## config.mk

```make
export PLATFORM = sky130hd
export DESIGN_NAME = super_eagle_2x_upscale_kernel
export DESIGN_NICKNAME = d
export VERILOG_FILES = /design/src/se2x_pkg.sv /design/src/se2x_core.sv /design/src/super_eagle_2x_upscale_kernel.sv
export VERILOG_INCLUDE_DIRS = /design/src /design/src/src
export SDC_FILE = /design/constraint.sdc
export NUM_CORES = 2
export LEC_CHECK = 0
export BUFFER_PORTS_ARGS = -buffer_cell sky130_fd_sc_hd__buf_2
export CORE_MARGIN = 3
export CORE_UTILIZATION = 45
export CTS_CLUSTER_DIAMETER = 150
export CTS_CLUSTER_SIZE = 24
export DETAILED_ROUTE_END_ITERATION = 12
export PLACE_DENSITY = 0.62
export RECOVER_POWER = 100
export SETUP_SLACK_MARGIN = 0.02
export SKIP_CTS_REPAIR_TIMING = 1
export SYNTH_ARGS = -nofsm -noshare
export SYNTH_HDL_FRONTEND = slang
export SYNTH_SLANG_ARGS = --single-unit
```

## constraint.sdc

```tcl
create_clock -name clk -period 17.9 [get_ports clk]
set_input_delay 0.895 -clock clk [delete_from_list [all_inputs] [get_ports clk]]
set_output_delay 0.895 -clock clk [all_outputs]
set_load 0.02 [all_outputs]
```

## src/super_eagle_2x_upscale_kernel_assert.svh

```systemverilog
// Assertion macros used by the upscale kernel source.
`ifndef SUPER_EAGLE_2X_UPSCALE_KERNEL_ASSERT_SVH
`define SUPER_EAGLE_2X_UPSCALE_KERNEL_ASSERT_SVH

// Same-cycle implication, reset masked.
`define SE2X_ASSERT_SAME(label, clk, rst_n, ante, cons) \
	label: assert property (@(posedge clk) disable iff (!rst_n) (ante) |-> (cons)) \
		else $error("se2x: same-cycle check failed");

// Next-cycle implication, reset masked.
`define SE2X_ASSERT_NEXT(label, clk, rst_n, ante, cons) \
	label: assert property (@(posedge clk) disable iff (!rst_n) (ante) |=> (cons)) \
		else $error("se2x: next-cycle check failed");

`endif

```

## src/se2x_pkg.sv

```systemverilog
package se2x_pkg;

	// pixel_format codes
	localparam logic FMT_RGB565   = 1'b0;
	localparam logic FMT_XRGB8888 = 1'b1;

	// channel masks, XRGB8888
	localparam logic [31:0] MASK_HALF_8888    = 32'hFEFE_FEFE;
	localparam logic [31:0] MASK_ONE_8888     = 32'h0101_0101;
	localparam logic [31:0] MASK_QUARTER_8888 = 32'hFCFC_FCFC;
	localparam logic [31:0] MASK_LOW2_8888    = 32'h0303_0303;
	localparam logic [31:0] MASK_ALL_8888     = 32'hFFFF_FFFF;

	// channel masks, RGB565 in the low half
	localparam logic [31:0] MASK_HALF_565    = 32'h0000_F7DE;
	localparam logic [31:0] MASK_ONE_565     = 32'h0000_0821;
	localparam logic [31:0] MASK_QUARTER_565 = 32'h0000_E79C;
	localparam logic [31:0] MASK_LOW2_565    = 32'h0000_1863;
	localparam logic [31:0] MASK_ALL_565     = 32'h0000_FFFF;

	typedef struct packed {
		logic [31:0] above_center;
		logic [31:0] above_right;
		logic [31:0] mid_left;
		logic [31:0] center_pixel;
		logic [31:0] mid_right;
		logic [31:0] mid_far_right;
		logic [31:0] below_left;
		logic [31:0] below_center;
		logic [31:0] below_right;
		logic [31:0] below_far_right;
		logic [31:0] second_below_center;
		logic [31:0] second_below_right;
	} in_item_t;

	typedef struct packed {
		logic [31:0] out_top_left;
		logic [31:0] out_top_right;
		logic [31:0] out_bottom_left;
		logic [31:0] out_bottom_right;
	} out_item_t;

	// drop bits 31..16 in RGB565 mode
	function automatic logic [31:0] fmt_mask(input logic [31:0] a, input logic fmt);
		return (fmt == FMT_XRGB8888) ? a : {16'h0000, a[15:0]};
	endfunction

	// 1:1 per-channel average, truncated; adds the carry only when both low bits are set
	function automatic logic [31:0] avg2(input logic [31:0] a, input logic [31:0] b,
			input logic fmt);
		logic [31:0] half;
		logic [31:0] one;
		logic [31:0] all;
		logic [31:0] r;
		half = (fmt == FMT_XRGB8888) ? MASK_HALF_8888 : MASK_HALF_565;
		one  = (fmt == FMT_XRGB8888) ? MASK_ONE_8888 : MASK_ONE_565;
		all  = (fmt == FMT_XRGB8888) ? MASK_ALL_8888 : MASK_ALL_565;
		r = ((a & half) >> 1) + ((b & half) >> 1) + (a & b & one);
		return r & all;
	endfunction

	// four-input per-channel average with carried low bits
	function automatic logic [31:0] avg4(input logic [31:0] a, input logic [31:0] b,
			input logic [31:0] c, input logic [31:0] d, input logic fmt);
		logic [31:0] quarter;
		logic [31:0] low2;
		logic [31:0] all;
		logic [31:0] hi;
		logic [31:0] lo;
		quarter = (fmt == FMT_XRGB8888) ? MASK_QUARTER_8888 : MASK_QUARTER_565;
		low2    = (fmt == FMT_XRGB8888) ? MASK_LOW2_8888 : MASK_LOW2_565;
		all     = (fmt == FMT_XRGB8888) ? MASK_ALL_8888 : MASK_ALL_565;
		hi = ((a & quarter) >> 2) + ((b & quarter) >> 2)
			+ ((c & quarter) >> 2) + ((d & quarter) >> 2);
		lo = (((a & low2) + (b & low2) + (c & low2) + (d & low2)) >> 2) & low2;
		return (hi + lo) & all;
	endfunction

	// one vote term: 1 when a differs from either of c, d
	function automatic logic differs(input logic [31:0] a, input logic [31:0] c,
			input logic [31:0] d);
		return (a != c) || (a != d);
	endfunction

endpackage

```

## src/se2x_core.sv

```systemverilog
module se2x_core (
	input  se2x_pkg::in_item_t  item,
	input  logic                fmt,
	output se2x_pkg::out_item_t result
);
	import se2x_pkg::*;

	logic [31:0] b1, b2, c4, c5, c6, s2, c1, c2, c3, s1, a1, a2;
	logic        diag_26, diag_53;
	logic [2:0]  votes_6, votes_5;
	logic [31:0] avg_56, avg_23, d1, d2;
	logic [31:0] tl, tr, bl, br;

	// neighbourhood with format masking applied
	assign b1 = fmt_mask(item.above_center, fmt);
	assign b2 = fmt_mask(item.above_right, fmt);
	assign c4 = fmt_mask(item.mid_left, fmt);
	assign c5 = fmt_mask(item.center_pixel, fmt);
	assign c6 = fmt_mask(item.mid_right, fmt);
	assign s2 = fmt_mask(item.mid_far_right, fmt);
	assign c1 = fmt_mask(item.below_left, fmt);
	assign c2 = fmt_mask(item.below_center, fmt);
	assign c3 = fmt_mask(item.below_right, fmt);
	assign s1 = fmt_mask(item.below_far_right, fmt);
	assign a1 = fmt_mask(item.second_below_center, fmt);
	assign a2 = fmt_mask(item.second_below_right, fmt);

	// diagonal compares
	assign diag_26 = (c2 == c6);
	assign diag_53 = (c5 == c3);

	// vote over outer neighbours: sign of (votes_6 - votes_5)
	assign votes_6 = 3'(differs(c6, c1, a1)) + 3'(differs(c6, c4, b1))
		+ 3'(differs(c6, a2, s1)) + 3'(differs(c6, b2, s2));
	assign votes_5 = 3'(differs(c5, c1, a1)) + 3'(differs(c5, c4, b1))
		+ 3'(differs(c5, a2, s1)) + 3'(differs(c5, b2, s2));

	// shared blends
	assign avg_56 = avg2(c5, c6, fmt);
	assign avg_23 = avg2(c2, c3, fmt);
	assign d1     = avg2(c2, c6, fmt);
	assign d2     = avg2(c5, c3, fmt);

	// case select and output blends
	always_comb begin
		tl = c5;
		tr = c2;
		bl = c2;
		br = c5;
		if (diag_26 && !diag_53) begin
			tr = c2;
			bl = c2;
			if (c1 == c2 || c6 == b2) begin
				tl = avg2(c2, avg2(c2, c5, fmt), fmt);
			end else begin
				tl = avg_56;
			end
			if (c6 == s2 || c2 == a1) begin
				br = avg2(c2, avg2(c2, c3, fmt), fmt);
			end else begin
				br = avg_23;
			end
		end else if (diag_53 && !diag_26) begin
			tl = c5;
			br = c5;
			if (b1 == c5 || c3 == s1) begin
				tr = avg2(c5, avg2(c5, c6, fmt), fmt);
			end else begin
				tr = avg_56;
			end
			if (c3 == a2 || c4 == c5) begin
				bl = avg2(c5, avg2(c5, c2, fmt), fmt);
			end else begin
				bl = avg_23;
			end
		end else if (diag_53 && diag_26) begin
			if (votes_6 > votes_5) begin
				tr = c2;
				bl = c2;
				tl = avg_56;
				br = avg_56;
			end else if (votes_6 < votes_5) begin
				tl = c5;
				br = c5;
				tr = avg_56;
				bl = avg_56;
			end else begin
				tl = c5;
				br = c5;
				tr = c2;
				bl = c2;
			end
		end else begin
			br = avg4(c3, c3, c3, d1, fmt);
			tl = avg4(c5, c5, c5, d1, fmt);
			bl = avg4(c2, c2, c2, d2, fmt);
			tr = avg4(c6, c6, c6, d2, fmt);
		end
	end

	assign result.out_top_left     = fmt_mask(tl, fmt);
	assign result.out_top_right    = fmt_mask(tr, fmt);
	assign result.out_bottom_left  = fmt_mask(bl, fmt);
	assign result.out_bottom_right = fmt_mask(br, fmt);

endmodule

```

## src/super_eagle_2x_upscale_kernel.sv

```systemverilog
// Super Eagle 2x kernel: takes one twelve-pixel neighbourhood per transfer and returns the
// 2x2 output block for its centre pixel. Throughput is one neighbourhood per clock while
// out_ready is high; a result passes the input register, blend logic and result register
// before it is offered, and it stays offered while out_ready holds it back.
// pixel_format (wr_en/wr_data) selects RGB565 in the low 16 bits (0, reset) or XRGB8888
// (1); write it only while no item is in flight. Raster walk and edge replication belong
// to the line buffers outside.
`include "super_eagle_2x_upscale_kernel_assert.svh"

module super_eagle_2x_upscale_kernel (
	input  logic                clk,
	input  logic                arst_n,
	input  logic                wr_en,
	input  logic                wr_data,
	input  logic                in_valid,
	output logic                in_ready,
	input  se2x_pkg::in_item_t  in_data,
	output logic                out_valid,
	input  logic                out_ready,
	output se2x_pkg::out_item_t out_pixels
);
	import se2x_pkg::*;

	logic      pixel_format_q;
	logic      v_s1;
	logic      v_s2;
	logic      adv_s2;
	in_item_t  item_s1;
	out_item_t result;
	out_item_t result_s2;

	// format register
	always_ff @(posedge clk or negedge arst_n) begin
		if (!arst_n) begin
			pixel_format_q <= FMT_RGB565;
		end else if (wr_en) begin
			pixel_format_q <= wr_data;
		end
	end

	// flow control: each stage moves when the one after it is free
	assign adv_s2   = !v_s2 || out_ready;
	assign in_ready = !v_s1 || adv_s2;

	// stage valids
	always_ff @(posedge clk or negedge arst_n) begin
		if (!arst_n) begin
			v_s1 <= 1'b0;
			v_s2 <= 1'b0;
		end else begin
			if (in_ready) begin
				v_s1 <= in_valid;
			end
			if (adv_s2) begin
				v_s2 <= v_s1;
			end
		end
	end

	// payload registers
	always_ff @(posedge clk) begin
		if (in_ready && in_valid) begin
			item_s1 <= in_data;
		end
		if (adv_s2 && v_s1) begin
			result_s2 <= result;
		end
	end

	se2x_core u_core (
		.item   (item_s1),
		.fmt    (pixel_format_q),
		.result (result)
	);

	assign out_valid  = v_s2;
	assign out_pixels = result_s2;

	// an input transfer always lands in stage 1
	`SE2X_ASSERT_NEXT(a_accept_fills_s1, clk, arst_n, in_valid && in_ready, v_s1)
	// a stage-1 item moves on whenever the result slot is free
	`SE2X_ASSERT_NEXT(a_s1_moves_on, clk, arst_n, v_s1 && adv_s2, out_valid)
	// an empty input stage never stalls the source
	`SE2X_ASSERT_SAME(a_empty_s1_ready, clk, arst_n, !v_s1, in_ready)
	// a held result keeps stage 1 from being overwritten while it is full
	`SE2X_ASSERT_SAME(a_full_stall, clk, arst_n, v_s1 && out_valid && !out_ready, !in_ready)

endmodule
```

# After elaboration in Yosys (flattened, before gate mapping)

Cells that the tools add are included.

Bits in registers: 515
Input bits: 390
Output and inout bits: 130
Word-level logic and storage cells: 216

$add $sub $neg: 52
Magnitude comparators: 2
Eq/ne operators: 26
Muxes and demuxes: 36
Bitwise operators: 54
Reduce and logical (&&, ||, !) cells: 23

Operators by type and width:

| operator                                        | number |
|---|---|
| 32-bit bitwise AND                              | 50 |
| 32-bit 2-to-1 mux                               | 34 |
| 32-bit adder                                    | 25 |
| 32-bit inequality test                          | 16 |
| 32-bit equality test                            | 10 |
| 31-bit by 31-bit adder with 32-bit output       | 9 |
| 32-bit by 30-bit adder with 32-bit output       | 7 |
| 30-bit by 30-bit adder with 31-bit output       | 4 |
| 30-bit by 32-bit bitwise AND with 32-bit output | 3 |
| 31-bit by 30-bit adder with 32-bit output       | 1 |
| 30-bit by 26-bit bitwise AND with 30-bit output | 1 |
| 26-bit 2-to-1 mux                               | 1 |
| 25-bit 2-to-1 mux                               | 1 |
| 1-bit logical OR                                | 14 |
| 3-bit by 1-bit adder with 3-bit output          | 4 |
| 1-bit logical AND                               | 5 |
| 1-bit by 1-bit adder with 2-bit output          | 2 |
| 1-bit zero test                                 | 4 |
| 3-bit greater-than comparator                   | 1 |
| 3-bit < comparator                              | 1 |

# Longest topological paths before layout

Depth after elaboration: 13
Gate-level depth with buffers: 43
Gate-level depth less buffers: 37

# Modules after synthesis

Synthesis repeated with hierarchy kept, for this count alone.

Cell total of the unflattened synthesis: 5837
Area, all modules: 54826.3 um^2

Modules (own cells, without submodules):

| module                        | times used | cells each | area an instance (um^2) | sequential area each (um^2) |
|---|---|---|---|---|
| se2x_core                     | 1          | 5315       | 39311.5                 | 0.0 |
| super_eagle_2x_upscale_kernel | 1          | 522        | 15514.9                 | 15449.8 |

# Worst setup path after synthesis

No wires, ideal clock.

Kind: input to register
Start: input out_ready
End: register item_s1[0] in the netlist's numbering (enable)
Library setup time: 794 ps
Arrival: 9872 ps
Data required time: 17106 ps
Path slack: 7234 ps
Stages: 2
Buffers on the path: 0
Cell sequence: nand3b_1 and2_1

Word-level cells in the longest chain between the ends: 3

RTL lines:

| element              | RTL line                            | source |
|---|---|---|
| start, declared      | super_eagle_2x_upscale_kernel.sv:19 | `input logic out_ready,` |
| 1-bit logical OR     | super_eagle_2x_upscale_kernel.sv:42 | `assign adv_s2 = !v_s2 \|\| out_ready;` |
| 1-bit logical OR     | super_eagle_2x_upscale_kernel.sv:43 | `assign in_ready = !v_s1 \|\| adv_s2;` |
| 1-bit logical AND    | super_eagle_2x_upscale_kernel.sv:62 | `if (in_ready && in_valid) begin` |
| end signal, assigned | super_eagle_2x_upscale_kernel.sv:63 | `item_s1 <= in_data;` |
| end, declared        | super_eagle_2x_upscale_kernel.sv:28 | `in_item_t item_s1;` |

No other way between the ends.
A chain may end at the register's enable or synchronous reset.

# Final worst setup path

Start: register pixel_format_q
End: register result_s2, in the netlist out_pixels[24] (data pin)

Word-level cells in the longest chain between the ends: 13
Elaborated cells on any way between the ends: 101
Those cells by class: 21 x add/sub; 1 x order compare; 20 x eq/ne; 22 x mux; 23 x bitwise; 14 x reduce/logical

RTL lines:

| element                                                                                | RTL line                            | source |
|---|---|---|
| start, declared                                                                        | super_eagle_2x_upscale_kernel.sv:24 | `logic pixel_format_q;` |
| start signal, assigned                                                                 | super_eagle_2x_upscale_kernel.sv:37 | `pixel_format_q <= wr_data;` |
| 32-bit 2-to-1 mux, on equally long branches                                            | se2x_pkg.sv:55, se2x_pkg.sv:45      |  |
| 32-bit bitwise AND                                                                     | se2x_pkg.sv:58                      | `r = ((a & half) >> 1) + ((b & half) >> 1) + (a & b & one);` |
| 31-bit by 31-bit adder with 32-bit output / 32-bit bitwise AND (equally long branches) | se2x_pkg.sv:58                      |  |
| 32-bit adder                                                                           | se2x_pkg.sv:58                      |  |
| 32-bit bitwise AND                                                                     | se2x_pkg.sv:59                      | `return r & all;` |
| 32-bit bitwise AND                                                                     | se2x_pkg.sv:75                      | `lo = (((a & low2) + (b & low2) + (c & low2) + (d & low2)) >> 2) & low2;` |
| 32-bit adder                                                                           | se2x_pkg.sv:75                      |  |
| 30-bit by 32-bit bitwise AND with 32-bit output                                        | se2x_pkg.sv:75                      |  |
| 32-bit adder                                                                           | se2x_pkg.sv:76                      | `return (hi + lo) & all;` |
| 32-bit bitwise AND                                                                     | se2x_pkg.sv:76                      |  |
| 32-bit 2-to-1 mux                                                                      | se2x_core.sv:76                     | `end else if (diag_53 && diag_26) begin` |
| 32-bit 2-to-1 mux                                                                      | se2x_core.sv:63                     | `end else if (diag_53 && !diag_26) begin` |
| 32-bit 2-to-1 mux                                                                      | se2x_core.sv:50                     | `if (diag_26 && !diag_53) begin` |
| end signal, assigned                                                                   | super_eagle_2x_upscale_kernel.sv:66 | `result_s2 <= result;` |
| end, declared                                                                          | super_eagle_2x_upscale_kernel.sv:30 | `out_item_t result_s2;` |

Parallel ways exist; a longest one is shown, timed or not.

==> out/qor.txt <==
starting density of the core: 45.39%
# port buffers: 519
capture point of the worst reg-to-reg path: out_pixels[24]$_SDFFCE_PN0P_
leading cell types by total area after synthesis: sky130_fd_sc_hd__edfxtp_1, sky130_fd_sc_hd__ha_1, sky130_fd_sc_hd__fa_1, sky130_fd_sc_hd__xnor2_1, sky130_fd_sc_hd__xor2_1
number of global-route vias before repair: 50180
endpoint required time on the critical path: 18.41 ns
total nets after synthesis: 7261
Sw Pwr: 0.002872 W
top-level I/O count: 520
number of library cell types mapped by synthesis: 92
result of the run: finished, violations left
number of enable flip-flop cells after synthesis: 512
total iterations of the first detailed-routing run: 7
cell type contributing the most total cell area after synthesis: sky130_fd_sc_hd__edfxtp_1
cell depth of the worst min-delay path: 1
count of buffer and inverter cells on the critical path: 5
failing checks: capacitance limit, slew limit
total congestion overflow: 0
met2 track demand over resource: 60.79%
worst slack on hold paths: 0.3253 ns
warnings from Yosys: 0
number of cells after detailed placement: 8018
worst clock skew on the final layout: 0.1356 ns
Yosys reg bits: 515
Detail Route Antenna Nets: 0
pin count of the biggest net entering global routing: 122
worst setup path class: reg2reg
clock tree from TritonCTS: yes
final setup violating endpoints: 0
relative contribution of combinational cells to total power: 58.7%
Worst Hold Class: in2reg
root buf cell: sky130_fd_sc_hd__clkbuf_16
worst hold path startpoint: in_data[194]
fraction of layout instances using a drive strength above 1: 8.085%
launching element type of the critical path: flop
violation count after the first detailed-routing iteration: 7100
last weighted congestion value of the routability-driven placer: 1.058
detailed-route wire length per cell: 33.87 um
switching fraction of total power: 48.21%
final cell count without fillers: 8075
worst setup path startpoint: pixel_format_q$_DFFE_PN0P_
count of pins over their slew limit: 678
Routed Wire Length: 273500 um
Most Used Layer, Global Route: met2
Final Hold Viols: 0
die boundary height: 356.6 um
maximum vdd drop: 0.0001314 V
standard-cell rows: 128
reg2reg start: pixel_format_q$_DFFE_PN0P_
Cell Area, Placed: 0.06013 mm^2
Avg Inst Size Synth: 9.276 um^2
Worst Setup Slack post-DPL: 8.148 ns
total negative setup slack: 0 ns
DIE AREA: 0.1272 mm^2
predominant post-synthesis flop cell: sky130_fd_sc_hd__edfxtp_1
maximum frequency from static timing analysis: 0.07630 GHz
number of standard cells after synthesis: 5964
number of violations of the max-capacitance limit: 15
cell area after synthesis: 0.05532 mm^2
slew at the pin closest to its max-slew limit: 4.130 ns
peak fanout along the critical path: 41
part of the cycle the worst path needs: 73.22%
Final Net Count: 7720
reg2reg setup slack: 4.79 ns
global-route wire length before repair: 374900 um
grt met3 use: 8.936%
Static Leak: 27.08 nW
worst min-delay path endpoint: item_s1[194]$_DFFE_PP_
x dimension of the die: 356.6 um
Layout Cell Area excl Fill: 0.06065 mm^2
met1 Track Usage GR: 57.80%
part of the total power dissipated in the clock network: 12.3%
placed wire-length estimate after detailed placement: 225200 um
unrepaired setup endpoints after global routing: false
Clock Pin Slew Worst Setup and Hold Paths: 0.11 ns
minimum setup slack in the final design: 4.794 ns
count of vias placed by the detailed router: 52110
number of vias per cell after detailed routing: 6.453
R2R cell count: 32
Reg power frac: 29.0%
core outline area: 0.1219 mm^2
residual DRC count: 0
Final Critical Period: 13.11 ns
clock latency reported for the late side of the worst-skew pair: 0.75 ns
crit-path max cell delay: 2.22 ns
overall global routing resource usage: 41.72%
number of antenna violations at the first check in global routing: 9
worst slew slack as a fraction of its limit: -175.3%
total of fill cells in the finished design: 11700
critical path arrival: 13.62 ns
buffers from clock root to sink, at most: 3
total clock sinks: 515
critical path's top delay family: compound AO/OA/AOI/OAI gates
areal power density over the cells: 98.21 mW/mm^2
sequential area share after synthesis: 27.93%
Async SR Flop Fraction: 0.5825%
CTS H-tree lvls: 1
CP max stage cell: sky130_fd_sc_hd__clkinvlp_2
number of buffers created by CTS: 27
Worst setup EP type: flop
Area growth syn-to-layout: 9.642%
portion of synthesized cell area occupied by the leading cell type: 27.79%
internal power summed over all cells: 0.003085 W
-- kinds of logic (layout without fill, tap and decap cells) --
group,after synthesis,after routing,synth area share (%)
other,0,6,0
adders and majority gates,907,907,23.66
muxes,67,67,1.237
and+or+nand+nor,1646,1646,14.53
xor gates and xnor gates,643,643,10.23
buffers and inverters,711,1191,4.879
DFF,515,515,27.93
AOI/OAI and AO/OA,1475,1475,17.53
-- metrics by stage --
step | utilization (%) | total power, W
after floorplan | - | 0.003871
after global placement | 49.34 | 0.005125
after detailed placement | 49.34 | 0.005128
after CTS | 50.02 | 0.005865
after global routing | 49.75 | 0.006249
final | 49.77 | 0.005957
-- worst max path at each step --
stage	end	slack [ns]	cells after the start
floorplan	item_s1[0]$_DFFE_PP_	7.23	2
CTS	out_pixels[24]$_SDFFCE_PN0P_	8.14	32
detailed placement	out_pixels[24]$_SDFFCE_PN0P_	8.15	32
global route	out_pixels[26]$_SDFFCE_PN0P_	4.29	32
finish	out_pixels[24]$_SDFFCE_PN0P_	4.79	32
global placement	out_pixels[30]$_SDFFCE_PN0P_	8.22	32
-- area by class of cell --
| cell class | instances | area [um^2] | area share [%] |
|---|---|---|---|
| clock inverters | 7 | 91.34 | 0.1506 |
| multi-input cells | 4738 | 37240 | 61.39 |
| well taps | 1625 | 2033 | 3.352 |
| flip-flops and latches | 515 | 15450 | 25.47 |
| repair buffers | 639 | 3206 | 5.285 |
| inverters | 502 | 1886 | 3.109 |
| diodes | 6 | 15.01 | 0.02475 |
| clock buffers | 43 | 735.7 | 1.213 |
-- cells in the mapped netlist, types with 65 or more instances --
library cell / count
sky130_fd_sc_hd__a211oi_1: 65
sky130_fd_sc_hd__nor2_1: 364
sky130_fd_sc_hd__o22ai_1: 85
sky130_fd_sc_hd__nand2_1: 465
sky130_fd_sc_hd__inv_1: 501
sky130_fd_sc_hd__a31oi_1: 71
sky130_fd_sc_hd__nor3_1: 151
sky130_fd_sc_hd__ha_1: 675
sky130_fd_sc_hd__edfxtp_1: 512
sky130_fd_sc_hd__nand3_1: 113
sky130_fd_sc_hd__xnor2_1: 355
sky130_fd_sc_hd__fa_1: 232
sky130_fd_sc_hd__and3_1: 107
sky130_fd_sc_hd__o21ai_0: 291
sky130_fd_sc_hd__and2_1: 90
sky130_fd_sc_hd__xor2_1: 286
sky130_fd_sc_hd__nor4_1: 67
sky130_fd_sc_hd__clkbuf_1: 170
sky130_fd_sc_hd__a21oi_1: 352
sky130_fd_sc_hd__a21o_1: 126
-- power groups by stage --
stage	clock [W]	combinational, W	sequential, W
detailed placement	0	0.00339	0.00174
floorplan	0	0.00207	0.00180
finish	0.000730	0.00350	0.00173
CTS	0.000741	0.00341	0.00171
global placement	0	0.00339	0.00174
global route	0.000783	0.00373	0.00173
-- routing by layer --
layer  share of wire (%)  vias to the layer above
met5                   0                        -
met4                 6.6                        0
met1                  41                    25290
li1                    -                    22590
met3                  11                      672
met2                  41                     3557
-- state kept, by name, summed over array words and instances, names as in the netlist --
signal / count
pixel_format_q: 1
v_s1: 1
item_s1: 384
out_pixels: 128
out_valid: 1
-- placed cells by master, fill, tap and decap left out, drive strengths merged, types with 58 or more instances in the layout --
cell	instances
o21a	58
nand2	465
nor3	151
and2	92
and3	108
clkbuf	267
o22ai	85
nand4	60
buf	414
edfxtp	512
a31oi	71
inv	505
nand3	114
a211oi	65
a21oi	353
nor2	366
xnor2	356
ha	675
xor2	287
o21ai	294
nor4	67
fa	232
a21o	126
No activity file was read; power rests on OpenSTA's default activity.
